--- config.mk ---
export PLATFORM = sky130hd
export DESIGN_NAME = sps_divider
export DESIGN_NICKNAME = d
export VERILOG_FILES = /design/src/sps_pkg.sv /design/src/sps_divider.sv
export SDC_FILE = /design/constraint.sdc
export NUM_CORES = 1
export LEC_CHECK = 0
export ABC_AREA = 1
export CORE_ASPECT_RATIO = 1.25
export CORE_UTILIZATION = 57
export DETAILED_ROUTE_END_ITERATION = 8
export DONT_BUFFER_PORTS = 1
export PLACE_DENSITY = 0.84
export SETUP_SLACK_MARGIN = 0.4
export SLEW_MARGIN = 20
export SYNTH_ARGS = -nofsm -noshare
export SYNTH_HDL_FRONTEND = slang
export SYNTH_SLANG_ARGS = --single-unit
--- constraint.sdc ---
create_clock -name clk -period 4 [get_ports clk]
set_input_delay 0.4 -clock clk [delete_from_list [all_inputs] [get_ports clk]]
set_output_delay 0.4 -clock clk [all_outputs]
set_load 0.02 [all_outputs]
--- src/sps_pkg.sv ---
package sps_pkg;

    localparam int VALUE_WIDTH_DEF = 32;
    localparam int WINDOW_DEF      = 64;
    localparam int BASE_LIMIT_DEF  = 65536;

    typedef enum logic [3:0] {
        ST_IDLE,
        ST_BCLR,
        ST_BSCAN_RD,
        ST_BSCAN_CHK,
        ST_BSTRIKE,
        ST_CHECK,
        ST_ROOT,
        ST_PRD,
        ST_PCHK,
        ST_DIV,
        ST_MARK,
        ST_DONE
    } state_t;

endpackage

--- src/sps_divider.sv ---
module sps_divider #(
    parameter int VW = sps_pkg::VALUE_WIDTH_DEF,
    parameter int PW = 21
) (
    input  logic              clk,
    input  logic              rst_n,
    input  logic              start,
    input  logic [VW-1:0]     dividend,
    input  logic [PW-1:0]     divisor,
    output logic [PW-1:0]     remainder,
    output logic              done
);
    localparam int CW = $clog2(VW + 1);

    logic [VW-1:0] quot_reg;
    logic [PW:0]   rem_reg;
    logic [PW-1:0] dsr_reg;
    logic [CW-1:0] cnt_reg;
    logic          busy_reg;
    logic          done_reg;
    logic [PW:0]   trial;
    logic [PW+1:0] diff;

    // Restoring division, one quotient bit per cycle.
    assign trial = {rem_reg[PW-1:0], quot_reg[VW-1]};
    assign diff  = {1'b0, trial} - {2'b00, dsr_reg};

    always_ff @(posedge clk or negedge rst_n)
    begin
        if (!rst_n)
        begin
            busy_reg <= 1'b0;
            done_reg <= 1'b0;
            cnt_reg  <= '0;
        end
        else
        begin
            done_reg <= 1'b0;
            if (start)
            begin
                busy_reg <= 1'b1;
                cnt_reg  <= CW'(VW);
            end
            else if (busy_reg)
            begin
                cnt_reg <= cnt_reg - 1'b1;
                if (cnt_reg == CW'(1))
                begin
                    busy_reg <= 1'b0;
                    done_reg <= 1'b1;
                end
            end
        end
    end

    always_ff @(posedge clk)
    begin
        if (start)
        begin
            quot_reg <= dividend;
            rem_reg  <= '0;
            dsr_reg  <= divisor;
        end
        else if (busy_reg)
        begin
            if (!diff[PW+1])
            begin
                rem_reg  <= diff[PW:0];
                quot_reg <= {quot_reg[VW-2:0], 1'b1};
            end
            else
            begin
                rem_reg  <= trial;
                quot_reg <= {quot_reg[VW-2:0], 1'b0};
            end
        end
    end

    assign remainder = rem_reg[PW-1:0];
    assign done      = done_reg;
endmodule

==> run_summary.xml <==
<?xml version="1.0" encoding="UTF-8"?>
<metrics>
  <group name="status">
    <metric name="run_status" unit="">finished, final reports clean</metric>
  </group>
  <group name="logic_synthesis">
    <metric name="synth.yosys.warnings" unit="">0</metric>
    <metric name="synth.distinct_cells" unit="">31</metric>
    <metric name="synth.ff_latch_count" unit="">82</metric>
    <metric name="yosysSeqAreaShare" unit="%">44.4</metric>
    <metric name="mean_instance_size_in_the_synthesized_netlist" unit="sq um">7.40</metric>
    <metric name="synth_fp_nets" unit="">753</metric>
    <metric name="syn_inst" unit="">673</metric>
    <metric name="synth.cell_area" unit="sq um">4980</metric>
  </group>
  <group name="placement">
    <metric name="finalWeightedCongestion" unit="">0.974</metric>
    <metric name="placement.io_buffers" unit="">0</metric>
    <metric name="hpwlAfterDp" unit="microns">7650</metric>
    <metric name="dp_cells" unit="">755</metric>
    <metric name="dp_worst_setup_slack" unit="ns">1.14</metric>
  </group>
  <group name="timing">
    <metric name="finalSetupTns" unit="ns">0</metric>
    <metric name="final_max_slew_viol_count" unit="">0</metric>
    <metric name="min_period" unit="ns">2.91</metric>
    <metric name="setup_viol" unit="">0</metric>
    <metric name="finalClockSkew" unit="ns">0.0121</metric>
    <metric name="rsz0062_at_grt" unit="">no</metric>
    <metric name="max_freq" unit="MHz">344</metric>
    <metric name="timing.final.ws_setup" unit="ns">1.09</metric>
    <metric name="fin_crit_sh" unit="%">72.7</metric>
    <metric name="timing.final.hold_violations" unit="">0</metric>
    <metric name="timing.max_slew.rel_slack" unit="%">32.9</metric>
    <metric name="max_slew.worst_pin.slew" unit="ns">1.01</metric>
  </group>
  <group name="global_routing">
    <metric name="global_route_wire_length_before_repair" unit="microns">17300</metric>
    <metric name="grt_antenna_before_repair" unit="">0</metric>
    <metric name="grt_max_degree" unit="">59</metric>
    <metric name="global_route.usage.total" unit="%">24.4</metric>
    <metric name="first_global_vias" unit="">3994</metric>
    <metric name="grt_remaining_overflow" unit="">0</metric>
  </group>
  <group name="drt">
    <metric name="met3RoutedLength" unit="microns">716</metric>
    <metric name="routed_wire_length_per_instance" unit="microns">13.6</metric>
    <metric name="detail-route-antenna-nets" unit="">0</metric>
    <metric name="dr.first_iter.drc_count" unit="">285</metric>
    <metric name="wl_met2" unit="microns">5190</metric>
    <metric name="top_metal_used" unit="">met4</metric>
    <metric name="post_drt_via_cell_ratio" unit="">5.40</metric>
    <metric name="final_routed_drc_violation_total" unit="">0</metric>
    <metric name="finalWirelength" unit="microns">10500</metric>
    <metric name="vias" unit="">4170</metric>
    <metric name="met1_length" unit="microns">4310</metric>
    <metric name="number_of_detailed_route_iterations_in_the_first_pass" unit="">5</metric>
  </group>
  <group name="worst_setup_path">
    <metric name="critical_path.endpoint_type" unit="">flip-flop</metric>
    <metric name="setup.worst_path.class" unit="">flip-flop to flip-flop</metric>
    <metric name="critPathLaunchType" unit="">flip-flop</metric>
    <metric name="worst_ep_required_time" unit="ns">4.11</metric>
    <metric name="arrival" unit="ns">3.02</metric>
    <metric name="worstPathMaxFanout" unit="">24</metric>
  </group>
  <group name="die">
    <metric name="dieArea" unit="sq um">9110</metric>
    <metric name="die_width" unit="microns">85.6</metric>
    <metric name="std_cell_rows" unit="">37</metric>
    <metric name="core" unit="sq um">8330</metric>
    <metric name="io-pin-count" unit="">78</metric>
    <metric name="initial_standard_cell_utilization_of_the_core" unit="%">59.7</metric>
    <metric name="chipHeight" unit="microns">106</metric>
  </group>
  <group name="clocking">
    <metric name="cts_num_sinks" unit="">82</metric>
    <metric name="post_cts.repair.setup_buffers" unit="">0</metric>
    <metric name="clock_pin_slew_worst_setup_and_hold_paths" unit="ns">0.09</metric>
    <metric name="clk-insertion-delay-late" unit="ns">0.36</metric>
    <metric name="cts.root.buffer_cell" unit="">clkbuf_8</metric>
    <metric name="htree_levels" unit="">3</metric>
    <metric name="cts_made_buffers" unit="">9</metric>
    <metric name="cts_tree" unit="">yes</metric>
    <metric name="clock_tree_buffer_depth" unit="">2</metric>
  </group>
  <group name="cells_and_area">
    <metric name="n_antenna_cell" unit="">0</metric>
    <metric name="final_core_utilization" unit="%">62.3</metric>
    <metric name="post_route_cells_drive_above_1_share" unit="%">5.04</metric>
    <metric name="layout.cells.most_common_list" unit="">nand2_1, inv_1, edfxtp_1</metric>
    <metric name="area_growth_syn_to_layout" unit="%">4.35</metric>
    <metric name="final_nets" unit="">750</metric>
    <metric name="finalNonFillerCells" unit="">772</metric>
    <metric name="final_common_cell" unit="">nand2_1</metric>
    <metric name="largest_register_ffs" unit="">32</metric>
  </group>
  <group name="run">
    <metric name="drv_cap" unit="">0</metric>
  </group>
  <group name="power_and_ir_drop">
    <metric name="leakage_power_total" unit="nW">2.75</metric>
    <metric name="power_per_cell_area" unit="nW/um^2">672</metric>
    <metric name="max-vdd-ir-drop" unit="V">0.000304</metric>
  </group>
  <group name="hold_path">
    <metric name="holdCritPathClass" unit="">input pin to flip-flop</metric>
  </group>
</metrics>
## report_power, final
part / leakage, nW / internal (mW) / total, mW / switching (mW)
registers: 0.828 / 1.08 / 1.33 / 0.256
logic: 1.82 / 0.559 / 1.55 / 0.991
clock network: 0.0966 / 0.306 / 0.605 / 0.299
total: 2.75 / 1.94 / 3.49 / 1.55
## critical path: stages (launching register included)
cell	delay [ns]
edfxtp_1	0.38
inv_1	0.08
ha_1	0.15
inv_1	0.08
fa_1	0.44
nand3_1	0.12
nand3_2	0.11
nand2_1	0.10
nand2_2	0.08
nand2_2	0.35
nand3_2	0.51
nand2_1	0.19
nand2_1	0.06
## path summary, 6_finish.rpt
path,startpoint,slack (ns),endpoint,depth (start not counted)
min,divisor[20],0.12,dsr_reg[20],0
max in group asynchronous,rst_n,3.37,cnt_reg[3],1
min reg2reg,cnt_reg[5],0.50,cnt_reg[5],1
min in group asynchronous,rst_n,0.37,done,1
max,quot_reg[31],1.09,quot_reg[0],12
max reg2reg,quot_reg[31],1.09,quot_reg[0],12
## layer usage
layer,GRT usage [%],up-vias
met3,6.29,28
met5,0,-
met1,27.6,1873
met4,13.0,0
li1,-,2097
met2,41.9,172
## area by class of cell
class                   instances  area (sq um)
well taps                      97           121
multi-input cells             453          2180
flip-flops and latches         82          2210
fillers                       760          3140
clock inverters                 4          51.3
repair buffers                  4          32.5
inverters                     120           450
clock buffers                  12           145
## cell usage after synthesis
cell        n  share of area, %
nand2_1   273                21
inv_1     119               9.0
edfxtp_1   53                32
nand3_1    45               4.5
nor2_1     29               2.2
ha_1       23               5.8
dfxtp_1    21               8.4
nand4_1    21               2.6
a21oi_1    12               1.2
o21ai_0    11               1.1
dfrtp_1     8               4.0
nand2_2     8               1.0
buf_6       7               1.6
clkbuf_1    7              0.53
xnor2_1     7               1.2
nor3_1      6              0.60
nand3b_1    3              0.45
nor2_2      3              0.38
o21ai_1     3              0.30
a21oi_2     2              0.35
nand3_2     2              0.40
buf_1       1             0.075
buf_2       1              0.10
buf_4       1              0.15
buf_8       1              0.30
clkinv_1    1             0.075
fa_1        1              0.40
nor2_4      1              0.23
nor4_1      1              0.13
o21bai_1    1              0.15
o22ai_1     1              0.13
## metrics by stage
step	hold slack (ns)	total power, mW	area, sq um
after floorplan	0.104	2.60	4980
after global placement	0.105	2.82	4990
after detailed placement	0.105	2.87	4990
after CTS	0.110	3.48	5190
after global routing	0.111	3.76	5190
final	0.123	3.49	5190
## kinds of logic (layout without fill, tap and decap cells)
logic type               after synthesis  after routing  synth area share (%)
flip-flops                            82             82                  44.4
adder cells (fa/ha/maj)               24             24                  6.18
AND/OR/NAND/NOR                      392            392                  33.1
AO/OA/AOI/OAI                         30             30                  3.24
buffers and inverters                138            140                  11.8
XOR/XNOR                               7              7                  1.23
## timing repair
item / in CTS / in global routing
resized for setup: 0 / 0
endpoints found under the hold margin: 8 / 0
hold buffers: 1 / 0
No activity file was read; power rests on OpenSTA's default activity.
